**src/pfc_pkg.sv**
```systemverilog
// ----------------------------------------------------------------------------
// pfc_pkg
// shared types and constants of the playfair digraph cipher
// ----------------------------------------------------------------------------
package pfc_pkg;

	localparam int           SIDE_W     = 3;      // width of the square side register
	localparam int           MIN_SIDE   = 5;      // smallest square side in use
	localparam logic [7:0]   PAD_LETTER = 8'h58;  // 'X'
	localparam int           CMD_DEPTH  = 4;      // command queue depth, power of two

	// configuration register indexes
	localparam logic [2:0] CFG_DECRYPT = 3'd0;
	localparam logic [2:0] CFG_SIDE    = 3'd1;
	localparam logic [2:0] CFG_CELLS0  = 3'd2;

	// what the back end is asked to do
	typedef enum logic [1:0] {
		CMD_PAIR,  // look up a digraph, two result beats
		CMD_LONE,  // unpaired decrypt letter, one beat with not_found
		CMD_MARK   // end marker with no letter, one beat
	} cmd_kind_t;

	typedef struct packed {
		cmd_kind_t  kind;
		logic [7:0] a;
		logic [7:0] b;
		logic       last;
	} cmd_t;

	typedef struct packed {
		logic [7:0] letter;
		logic       present;
		logic       nf;
		logic       last;
	} result_t;

endpackage

```
**src/pfc_front.sv**
```systemverilog
// ----------------------------------------------------------------------------
// pfc_front
// letter filter, x insertion and digraph pairing; issues back end commands
// ----------------------------------------------------------------------------
module pfc_front
	import pfc_pkg::*;
(
	input  logic       clk,
	input  logic       arst_n,
	input  logic       s_tvalid,
	output logic       s_tready,
	input  logic [7:0] s_tdata,
	input  logic       s_tlast,
	input  logic       dec,
	output logic       push_valid,
	output cmd_t       push_cmd,
	input  logic       fifo_full
);

	logic       held_v_q, prev_v_q, pend_v_q;
	logic [7:0] held_l_q, prev_l_q;
	cmd_t       pend_q;

	logic       s_acc, is_up, is_low, letter, ins;
	logic [7:0] up;
	logic       hv_n;
	logic [7:0] hl_n;
	logic [1:0] ncmd;
	cmd_t       c0, c1;

	assign s_tready = !pend_v_q && !fifo_full;
	assign s_acc    = s_tvalid && s_tready;

	always_comb begin
		is_up  = s_tdata inside {[8'h41:8'h5A]};
		is_low = s_tdata inside {[8'h61:8'h7A]};
		letter = is_up || is_low;
		up     = is_low ? (s_tdata - 8'h20) : s_tdata;
		ins    = !dec && letter && prev_v_q && (prev_l_q == up);

		hv_n = held_v_q;
		hl_n = held_l_q;
		ncmd = 2'd0;
		c0   = '0;
		c1   = '0;

		// inserted x between equal letters
		if (ins) begin
			if (hv_n) begin
				c0   = '{kind: CMD_PAIR, a: hl_n, b: PAD_LETTER, last: 1'b0};
				ncmd = 2'd1;
				hv_n = 1'b0;
			end else begin
				hl_n = PAD_LETTER;
				hv_n = 1'b1;
			end
		end

		// the letter itself
		if (letter) begin
			if (hv_n) begin
				if (ncmd == 2'd0) begin
					c0 = '{kind: CMD_PAIR, a: hl_n, b: up, last: 1'b0};
				end else begin
					c1 = '{kind: CMD_PAIR, a: hl_n, b: up, last: 1'b0};
				end
				ncmd = ncmd + 2'd1;
				hv_n = 1'b0;
			end else begin
				hl_n = up;
				hv_n = 1'b1;
			end
		end

		// message end: flush the held letter, or send a bare marker
		if (s_tlast) begin
			if (hv_n) begin
				if (ncmd == 2'd0) begin
					c0 = dec ? cmd_t'{kind: CMD_LONE, a: hl_n, b: 8'h00, last: 1'b0}
					         : cmd_t'{kind: CMD_PAIR, a: hl_n, b: PAD_LETTER, last: 1'b0};
				end else begin
					c1 = dec ? cmd_t'{kind: CMD_LONE, a: hl_n, b: 8'h00, last: 1'b0}
					         : cmd_t'{kind: CMD_PAIR, a: hl_n, b: PAD_LETTER, last: 1'b0};
				end
				ncmd = ncmd + 2'd1;
				hv_n = 1'b0;
			end
			if (ncmd == 2'd0) begin
				c0   = '{kind: CMD_MARK, a: 8'h00, b: 8'h00, last: 1'b0};
				ncmd = 2'd1;
			end
			if (ncmd == 2'd1) begin
				c0.last = 1'b1;
			end else begin
				c1.last = 1'b1;
			end
		end
	end

	always_comb begin
		push_valid = 1'b0;
		push_cmd   = c0;
		if (pend_v_q) begin
			push_valid = !fifo_full;
			push_cmd   = pend_q;
		end else if (s_acc && ncmd != 2'd0) begin
			push_valid = 1'b1;
		end
	end

	always_ff @(posedge clk or negedge arst_n) begin
		if (!arst_n) begin
			held_v_q <= 1'b0;
			held_l_q <= 8'h00;
			prev_v_q <= 1'b0;
			prev_l_q <= 8'h00;
			pend_v_q <= 1'b0;
		end else begin
			if (pend_v_q && !fifo_full) begin
				pend_v_q <= 1'b0;
			end
			if (s_acc) begin
				if (ncmd == 2'd2) begin
					pend_v_q <= 1'b1;
				end
				if (s_tlast) begin
					held_v_q <= 1'b0;
					held_l_q <= 8'h00;
					prev_v_q <= 1'b0;
					prev_l_q <= 8'h00;
				end else begin
					held_v_q <= hv_n;
					held_l_q <= hl_n;
					if (letter) begin
						prev_v_q <= 1'b1;
						prev_l_q <= up;
					end
				end
			end
		end
	end

	always_ff @(posedge clk) begin
		if (s_acc && ncmd == 2'd2) begin
			pend_q <= c1;
		end
	end

	a_eom_clears: assert property (@(posedge clk) disable iff (!arst_n)
		s_acc && s_tlast |=> !held_v_q && !prev_v_q)
		else $error("pairing state not cleared after message end");

endmodule

```
**src/pfc_cmd_fifo.sv**
```systemverilog
// ----------------------------------------------------------------------------
// pfc_cmd_fifo
// short command queue between the pairing front end and the lookup back end
// ----------------------------------------------------------------------------
module pfc_cmd_fifo
	import pfc_pkg::*;
(
	input  logic clk,
	input  logic arst_n,
	input  logic push,
	input  cmd_t push_cmd,
	output logic full,
	input  logic pop,
	output logic valid,
	output cmd_t head
);

	localparam int PW = $clog2(CMD_DEPTH);

	cmd_t          mem_q [CMD_DEPTH];
	logic [PW-1:0] wr_ptr_q, rd_ptr_q;
	logic [PW:0]   cnt_q;
	logic          do_push, do_pop;

	assign full    = (cnt_q == (PW+1)'(CMD_DEPTH));
	assign valid   = (cnt_q != '0);
	assign head    = mem_q[rd_ptr_q];
	assign do_push = push && !full;
	assign do_pop  = pop && valid;

	always_ff @(posedge clk or negedge arst_n) begin
		if (!arst_n) begin
			wr_ptr_q <= '0;
			rd_ptr_q <= '0;
			cnt_q    <= '0;
		end else begin
			if (do_push) begin
				wr_ptr_q <= wr_ptr_q + PW'(1);
			end
			if (do_pop) begin
				rd_ptr_q <= rd_ptr_q + PW'(1);
			end
			if (do_push && !do_pop) begin
				cnt_q <= cnt_q + (PW+1)'(1);
			end else if (do_pop && !do_push) begin
				cnt_q <= cnt_q - (PW+1)'(1);
			end
		end
	end

	always_ff @(posedge clk) begin
		if (do_push) begin
			mem_q[wr_ptr_q] <= push_cmd;
		end
	end

	a_no_overflow: assert property (@(posedge clk) disable iff (!arst_n)
		!(push && full))
		else $error("command pushed into a full queue");

endmodule

```
**src/pfc_back.sv**
```systemverilog
// ----------------------------------------------------------------------------
// pfc_back
// square lookup and digraph substitution, two-slot result buffer
// ----------------------------------------------------------------------------
module pfc_back
	import pfc_pkg::*;
#(
	parameter int MAX_SIDE = 6
) (
	input  logic              clk,
	input  logic              arst_n,
	input  logic              dec,
	input  logic [SIDE_W-1:0] side,
	input  logic [7:0]        cells [MAX_SIDE*MAX_SIDE],
	input  logic              cmd_valid,
	input  cmd_t              cmd,
	output logic              cmd_pop,
	output logic              m_tvalid,
	input  logic              m_tready,
	output logic [7:0]        m_tdata,
	output logic [1:0]        m_tuser,
	output logic              m_tlast
);

	localparam int IW = $clog2(MAX_SIDE);

	function automatic logic [IW-1:0] nxt(input logic [IW-1:0] x,
	                                     input logic [SIDE_W-1:0] n, input logic d);
		logic [IW-1:0] top_i;
		top_i = IW'(n - SIDE_W'(1));
		if (d) begin
			nxt = (x == '0) ? top_i : x - IW'(1);
		end else begin
			nxt = (x == top_i) ? '0 : x + IW'(1);
		end
	endfunction

	// stage 1: command being searched
	logic          v1_q;
	cmd_t          cmd_s1;
	logic          fa, fb;
	logic [IW-1:0] ra, ca, rb, cb;

	// stage 2: positions found, substitution
	logic          v2_q;
	cmd_t          cmd_s2;
	logic          fa_s2, fb_s2;
	logic [IW-1:0] ra_s2, ca_s2, rb_s2, cb_s2;
	logic [IW-1:0] t0r, t0c, t1r, t1c;
	logic [7:0]    l0, l1;
	result_t       r0, r1;
	logic [1:0]    rcnt;

	// result buffer
	result_t       ob_q [2];
	logic [1:0]    ob_rem_q;
	logic          ob_sel_q;
	result_t       cur;

	logic m_acc, ob_load, adv1;

	assign cur      = ob_q[ob_sel_q];
	assign m_tvalid = (ob_rem_q != 2'd0);
	assign m_tdata  = cur.letter;
	assign m_tuser  = {cur.nf, cur.present};
	assign m_tlast  = cur.last;
	assign m_acc    = m_tvalid && m_tready;
	assign ob_load  = v2_q && (ob_rem_q == 2'd0 || (ob_rem_q == 2'd1 && m_acc));
	assign adv1     = v1_q && (!v2_q || ob_load);
	assign cmd_pop  = cmd_valid && (!v1_q || adv1);

	// first match in row-major order wins: scan backwards, last hit stays
	always_comb begin
		fa = 1'b0; ra = '0; ca = '0;
		fb = 1'b0; rb = '0; cb = '0;
		for (int nn = MIN_SIDE; nn <= MAX_SIDE; nn++) begin
			if (side == SIDE_W'(nn)) begin
				for (int i = nn - 1; i >= 0; i--) begin
					for (int j = nn - 1; j >= 0; j--) begin
						if (cells[i*nn+j] == cmd_s1.a) begin
							fa = 1'b1; ra = IW'(i); ca = IW'(j);
						end
						if (cells[i*nn+j] == cmd_s1.b) begin
							fb = 1'b1; rb = IW'(i); cb = IW'(j);
						end
					end
				end
			end
		end
	end

	always_comb begin
		if (ra_s2 == rb_s2) begin
			t0r = ra_s2; t0c = nxt(ca_s2, side, dec);
			t1r = rb_s2; t1c = nxt(cb_s2, side, dec);
		end else if (ca_s2 == cb_s2) begin
			t0r = nxt(ra_s2, side, dec); t0c = ca_s2;
			t1r = nxt(rb_s2, side, dec); t1c = cb_s2;
		end else begin
			t0r = ra_s2; t0c = cb_s2;
			t1r = rb_s2; t1c = ca_s2;
		end
		l0 = 8'h00;
		l1 = 8'h00;
		for (int nn = MIN_SIDE; nn <= MAX_SIDE; nn++) begin
			if (side == SIDE_W'(nn)) begin
				for (int i = 0; i < nn; i++) begin
					for (int j = 0; j < nn; j++) begin
						if (t0r == IW'(i) && t0c == IW'(j)) begin
							l0 = cells[i*nn+j];
						end
						if (t1r == IW'(i) && t1c == IW'(j)) begin
							l1 = cells[i*nn+j];
						end
					end
				end
			end
		end
	end

	always_comb begin
		r0   = '0;
		r1   = '0;
		rcnt = 2'd1;
		case (cmd_s2.kind)
			CMD_PAIR: begin
				rcnt = 2'd2;
				if (fa_s2 && fb_s2) begin
					r0 = '{letter: l0, present: 1'b1, nf: 1'b0, last: 1'b0};
					r1 = '{letter: l1, present: 1'b1, nf: 1'b0, last: cmd_s2.last};
				end else begin
					r0 = '{letter: cmd_s2.a, present: 1'b1, nf: 1'b1, last: 1'b0};
					r1 = '{letter: cmd_s2.b, present: 1'b1, nf: 1'b1, last: cmd_s2.last};
				end
			end
			CMD_LONE: begin
				r0 = '{letter: cmd_s2.a, present: 1'b1, nf: 1'b1, last: cmd_s2.last};
			end
			default: begin
				r0 = '{letter: 8'h00, present: 1'b0, nf: 1'b0, last: cmd_s2.last};
			end
		endcase
	end

	always_ff @(posedge clk or negedge arst_n) begin
		if (!arst_n) begin
			v1_q     <= 1'b0;
			v2_q     <= 1'b0;
			ob_rem_q <= 2'd0;
			ob_sel_q <= 1'b0;
		end else begin
			if (cmd_pop) begin
				v1_q <= 1'b1;
			end else if (adv1) begin
				v1_q <= 1'b0;
			end
			if (adv1) begin
				v2_q <= 1'b1;
			end else if (ob_load) begin
				v2_q <= 1'b0;
			end
			if (ob_load) begin
				ob_rem_q <= rcnt;
				ob_sel_q <= 1'b0;
			end else if (m_acc) begin
				ob_rem_q <= ob_rem_q - 2'd1;
				ob_sel_q <= 1'b1;
			end
		end
	end

	always_ff @(posedge clk) begin
		if (cmd_pop) begin
			cmd_s1 <= cmd;
		end
		if (adv1) begin
			cmd_s2 <= cmd_s1;
			fa_s2  <= fa;
			ra_s2  <= ra;
			ca_s2  <= ca;
			fb_s2  <= fb;
			rb_s2  <= rb;
			cb_s2  <= cb;
		end
		if (ob_load) begin
			ob_q[0] <= r0;
			ob_q[1] <= r1;
		end
	end

	a_pair_head_not_last: assert property (@(posedge clk) disable iff (!arst_n)
		ob_rem_q == 2'd2 |-> !m_tlast && m_tuser[0])
		else $error("first beat of a digraph flagged last or empty");

	a_marker_shape: assert property (@(posedge clk) disable iff (!arst_n)
		m_tvalid && !m_tuser[0] |-> m_tlast && !m_tuser[1] && m_tdata == 8'h00)
		else $error("malformed end marker beat");

endmodule

```
**src/playfair_digraph_cipher_top.sv**
```systemverilog
// ----------------------------------------------------------------------------
// playfair_digraph_cipher_top
// streaming playfair cipher over a loadable 5x5 or 6x6 letter square
// ----------------------------------------------------------------------------
// Raw message bytes enter on the s_ stream, one byte per beat, with s_tlast on
// the final byte of a message. Non-letters are dropped and letters uppercased;
// in encrypt mode an X goes between equal neighbours and an odd tail is padded
// with X. Each digraph comes out as two beats on the m_ stream; a digraph with
// a letter not found in the square passes through unchanged with not_found
// set on both beats, as does a lone final letter in decrypt mode. A message
// that yields no letter gives one marker beat with letter_present low and
// m_tlast high. The front end holds off bytes while the command queue is full
// or the second of two digraphs from one byte waits to be queued; the back end
// looks a digraph up through a two-stage search/substitute pipeline and emits
// one result beat per cycle while m_tready is high. The square and the mode
// are to be loaded over the cfg_ channel by the user only while the block is
// idle; the block itself does not enforce this. cfg_ready is always high.
module playfair_digraph_cipher_top
	import pfc_pkg::*;
#(
	parameter int MAX_SIDE = 6
) (
	input  logic        clk,
	input  logic        arst_n,
	// input stream
	input  logic        s_tvalid,
	output logic        s_tready,
	input  logic [7:0]  s_tdata,   // [7:0] text_byte
	input  logic        s_tlast,   // end_of_message
	// output stream
	output logic        m_tvalid,
	input  logic        m_tready,
	output logic [7:0]  m_tdata,   // [7:0] cipher_letter
	output logic [1:0]  m_tuser,   // [0] letter_present, [1] not_found
	output logic        m_tlast,   // last_of_message
	// configuration writes
	input  logic        cfg_valid,
	output logic        cfg_ready,
	input  logic [2:0]  cfg_index,
	input  logic [63:0] cfg_data
);

	localparam int NCELL = MAX_SIDE * MAX_SIDE;

	logic              decrypt_q;
	logic [SIDE_W-1:0] side_q, side_eff;
	logic [7:0]        cells_q [NCELL];
	logic              cfg_acc;

	logic push_valid, fifo_full, cmd_valid, cmd_pop;
	cmd_t push_cmd, head_cmd;

	assign cfg_ready = 1'b1;
	assign cfg_acc   = cfg_valid && cfg_ready;

	// out-of-range sides clamp to the nearest legal one
	assign side_eff = (side_q < SIDE_W'(MIN_SIDE)) ? SIDE_W'(MIN_SIDE) :
	                  (side_q > SIDE_W'(MAX_SIDE)) ? SIDE_W'(MAX_SIDE) : side_q;

	always_ff @(posedge clk or negedge arst_n) begin
		if (!arst_n) begin
			decrypt_q <= 1'b0;
			side_q    <= SIDE_W'(MIN_SIDE);
			for (int k = 0; k < NCELL; k++) begin
				cells_q[k] <= 8'h00;
			end
		end else if (cfg_acc) begin
			if (cfg_index == CFG_DECRYPT) begin
				decrypt_q <= cfg_data[0];
			end
			if (cfg_index == CFG_SIDE) begin
				side_q <= cfg_data[SIDE_W-1:0];
			end
			// eight cells per register, lowest cell in the low byte
			for (int k = 0; k < NCELL; k++) begin
				if (cfg_index == 3'(CFG_CELLS0 + (k >> 3))) begin
					cells_q[k] <= cfg_data[(k & 7)*8 +: 8];
				end
			end
		end
	end

	pfc_front u_front (
		.clk        (clk),
		.arst_n     (arst_n),
		.s_tvalid   (s_tvalid),
		.s_tready   (s_tready),
		.s_tdata    (s_tdata),
		.s_tlast    (s_tlast),
		.dec        (decrypt_q),
		.push_valid (push_valid),
		.push_cmd   (push_cmd),
		.fifo_full  (fifo_full)
	);

	pfc_cmd_fifo u_fifo (
		.clk      (clk),
		.arst_n   (arst_n),
		.push     (push_valid),
		.push_cmd (push_cmd),
		.full     (fifo_full),
		.pop      (cmd_pop),
		.valid    (cmd_valid),
		.head     (head_cmd)
	);

	pfc_back #(
		.MAX_SIDE (MAX_SIDE)
	) u_back (
		.clk       (clk),
		.arst_n    (arst_n),
		.dec       (decrypt_q),
		.side      (side_eff),
		.cells     (cells_q),
		.cmd_valid (cmd_valid),
		.cmd       (head_cmd),
		.cmd_pop   (cmd_pop),
		.m_tvalid  (m_tvalid),
		.m_tready  (m_tready),
		.m_tdata   (m_tdata),
		.m_tuser   (m_tuser),
		.m_tlast   (m_tlast)
	);

endmodule

```
**config.mk**
```make
export PLATFORM = sky130hd
export DESIGN_NAME = playfair_digraph_cipher_top
export DESIGN_NICKNAME = d
export VERILOG_FILES = /design/src/pfc_pkg.sv /design/src/pfc_front.sv /design/src/pfc_cmd_fifo.sv /design/src/pfc_back.sv /design/src/playfair_digraph_cipher_top.sv
export SDC_FILE = /design/constraint.sdc
export NUM_CORES = 2
export LEC_CHECK = 0
export BUFFER_PORTS_ARGS = -buffer_cell sky130_fd_sc_hd__buf_2
export CORE_MARGIN = 5
export CORE_UTILIZATION = 30
export CTS_CLUSTER_SIZE = 8
export DETAILED_ROUTE_END_ITERATION = 6
export PLACE_DENSITY = 0.44
export SLEW_MARGIN = 25
export SYNTH_ARGS = -nofsm -noshare
export SYNTH_HDL_FRONTEND = slang
export SYNTH_SLANG_ARGS = --single-unit
```
**constraint.sdc**
```tcl
create_clock -name clk -period 8.3 [get_ports clk]
set_clock_uncertainty 0.15 [all_clocks]
set_input_delay 1.66 -clock clk [delete_from_list [all_inputs] [get_ports clk]]
set_output_delay 1.66 -clock clk [all_outputs]
set_load 0.005 [all_outputs]
```
==> reports/results.ini <==
[cells_and_area]
final_nets = 4406
drive_gt1_frac = 0.209
fill_cells = 13671
final_area_sq_um = 44500
area_growth_pct = 13.8

[timing]
maxClockFrequency_ghz = 0.143
report.final.slew_viol_count = 0
holdWs_ns = 0.274
rsz0062_at_grt = false
finalCritPeriodShare = 0.845
finalHoldViolations = 0
worstMarginPinSlew_ns = 1.29
period_minus_slack_ns = 7.01
setup-tns-final_ns = 0
slew_headroom = 0.133
setup_violations = 0

[route]
ant_nets = 0
drt_iter0_markers = 6720
vias_per_cell = 6.84
wl_um = 307000
routed-via-count = 41874
routedWlPerCell_um = 50.2
first_pass_iters = 7
post-route-drc-count = 6

[synthesis]
yosys-top-cells-area = dfrtp_1, edfxtp_1, mux2_2, xor2_1, xnor2_1
avgSynthCellArea_sq_um = 9.09
synth_nets = 4408
yosysMostFrequentCell = nand2_1
synthTopCellsByCount = nand2_1, xor2_1, dfrtp_1
synth_edf_count = 168
synth_top_area_frac = 0.205
yosys.area.top_type = dfrtp_1
synthCells = 4299
netlist_area_sq_um = 39100
ys_async_sr_fraction = 0.657
ys_types = 117
synth_ff_type = dfrtp_1
yosysWarnings = 0
seq_area_frac_synth = 0.335
synth_seq_cells = 490

[grt]
grtUsageTotal = 0.431
grt_max_degree = 130
grt_overflow = 0
first_global_vias = 39042
grt_pass1_wl_um = 395000
antenna_found_initial = 38

[floorplan]
io_pins = 95
die_x_um = 371
coreArea_sq_um = 129000
rows = 132
die-area_sq_um = 138000
die_h_um = 371
start_util = 0.302

[worst_setup_path]
cp_max_fo = 16
cp_top_family = compound AO/OA/AOI/OAI gates
required_ns = 8.67
slowest_stage = nor2_1
critPathMaxStageDelay_ns = 0.72
path_buf_inv = 1
critPathLaunchType = flop
worstPathCellList = nand2_1 -> inv_1 -> ha_1 -> nor2b_1 -> o311ai_0 -> o311a_1 -> a32o_1 -> nand2_2 -> nor2_1 -> nor3_1 -> and4_1 -> o21a_1 -> a211oi_1 -> o221ai_1 -> o221a_1
crit_arrival_ns = 7.38
worst-setup-path-type = reg -> reg
endpoint_kind = flop

[worst_hold_path]
worst_hold_path_type = reg -> reg

[placed_design]
portBuffers = 93
gp_congestion = 1.12
hpwl_um = 234000
place_area_sq_um = 42100

[pwr]
power.density_nw_per_um2 = 556
vdd_drop_max_mv = 0.272
leakagePower_nw = 16.6

[flow_run]
drv_cap = 0

[cts]
clock_sinks = 490
clk_latency_ns = 0.76
cts-root-buf = clkbuf_16
numCtsBuffers = 74
cts_max_path_buffers = 3
cts_setup_buffers = 0
htreeDepth = 3
cts_tree = yes
holdBufCountCts = 0
clkTransAtPathRegs_ns = 0.07
post_cts_resized = 0

[run_status]
status = complete, but fails checks
violations = DRC

[per-stage QoR]
step,utilization,power (W),std cells,worst slack (ns)
3_3_place_gp,0.325,0.0206,5961,1.23
3_5_place_dp,0.325,0.0204,5962,1.57
5_1_grt,0.343,0.0246,6088,1.32
6_report,0.344,0.0247,6118,1.29
4_1_cts,0.343,0.0236,6087,1.57
2_1_floorplan,-,0.0124,4299,2.42
[path summary, 6_finish.rpt]
path	from	cells past startpoint	slack (ns)	to
worst min register to register	u_back.cmd_s1[18]	0	0.27	u_back.cmd_s2[18]
worst max-delay path	side_q[2]	15	1.29	u_back.ob_q[0][9]
worst max register to register	side_q[2]	15	1.29	u_back.ob_q[0][9]
min in group asynchronous	arst_n	1	0.77	cells_q[178]
max in group asynchronous	arst_n	2	5.85	cells_q[99]
worst min-delay path	u_back.cmd_s1[18]	0	0.27	u_back.cmd_s2[18]
[worst reg2reg max path, delay by kind of cell (launching register included)]
kind	cells	cell delay, ns
AO/OA/AOI/OAI	7	2.82
adder cells (fa/ha/maj)	1	0.54
buffers and inverters	1	0.28
flip-flops	1	0.64
AND/OR/NAND/NOR	6	2.38
[final cells by class]
type	instances	area, sq um	share of cell area
multi-input combinational	3298	23900	0.538
sequential	490	13100	0.294
timing repair buffer	368	2680	0.0601
tap	1742	2180	0.0490
clock buffer	115	2090	0.0470
inverter	65	244	0.00548
clock inverter	10	204	0.00458
antenna	30	75.1	0.00169
[report_power, final]
group          internal (W)  switching (W)
combinational       0.00489         0.0118
sequential          0.00322        0.00176
clock               0.00177        0.00130
[logic make-up after synthesis]
| family | after synthesis | share of synthesized area |
|---|---|---|
| muxes | 332 | 0.101 |
| buffers and inverters | 511 | 0.0584 |
| other | 2 | 0.000192 |
| AOI/OAI and AO/OA | 1169 | 0.216 |
| adders and majority gates | 28 | 0.00934 |
| and+or+nand+nor | 1161 | 0.144 |
| xor gates and xnor gates | 606 | 0.136 |
| DFF | 490 | 0.335 |
[routing by layer]
layer  wire (um)  vias to the layer above  part of all wire  GRT usage
met4       28200                       20             0.092      0.303
met2      124000                     3333              0.40      0.616
met3       36600                     1012              0.12      0.159
met1      118000                    21512              0.38      0.535
li1            -                    15997                 -          -
met5         243                        -           0.00079    0.00641
[flip-flops by register name, summed over array words and instances (netlist names), 2 cells and up]
signal / flops
u_front.held_l_q: 8
u_back.ra_s2: 3
u_back.cmd_s2: 19
u_back.rb_s2: 3
u_fifo.wr_ptr_q: 2
u_back.cmd_s1: 19
u_back.ob_rem_q: 2
u_fifo.cnt_q: 3
u_front.pend_q: 18
cells_q: 288
u_back.ca_s2: 3
side_q: 2
u_front.prev_l_q: 8
u_fifo.mem_q: 76
u_back.cb_s2: 3
u_fifo.rd_ptr_q: 2
u_back.ob_q: 22
[cell usage in the layout (no fill, tap or decap), drive strengths merged, types with 31 or more instances in the layout]
master | Yosys | routed
nor3 | 79 | 79
a221oi | 73 | 73
buf | 212 | 368
a31oi | 36 | 36
nor2 | 302 | 302
a22oi | 77 | 77
o22ai | 83 | 83
clkbuf | 234 | 115
xor2 | 322 | 322
a222oi | 31 | 31
xnor2 | 284 | 284
nand3 | 78 | 78
inv | 64 | 65
o221ai | 38 | 38
mux2 | 302 | 302
nand2 | 362 | 362
dfrtp | 321 | 321
edfxtp | 168 | 168
a211oi | 45 | 45
a22o | 43 | 43
nor4 | 104 | 104
o211ai | 45 | 45
nand4 | 97 | 97
o21ai | 222 | 222
a21oi | 200 | 200
No activity file was read; power rests on OpenSTA's default activity.
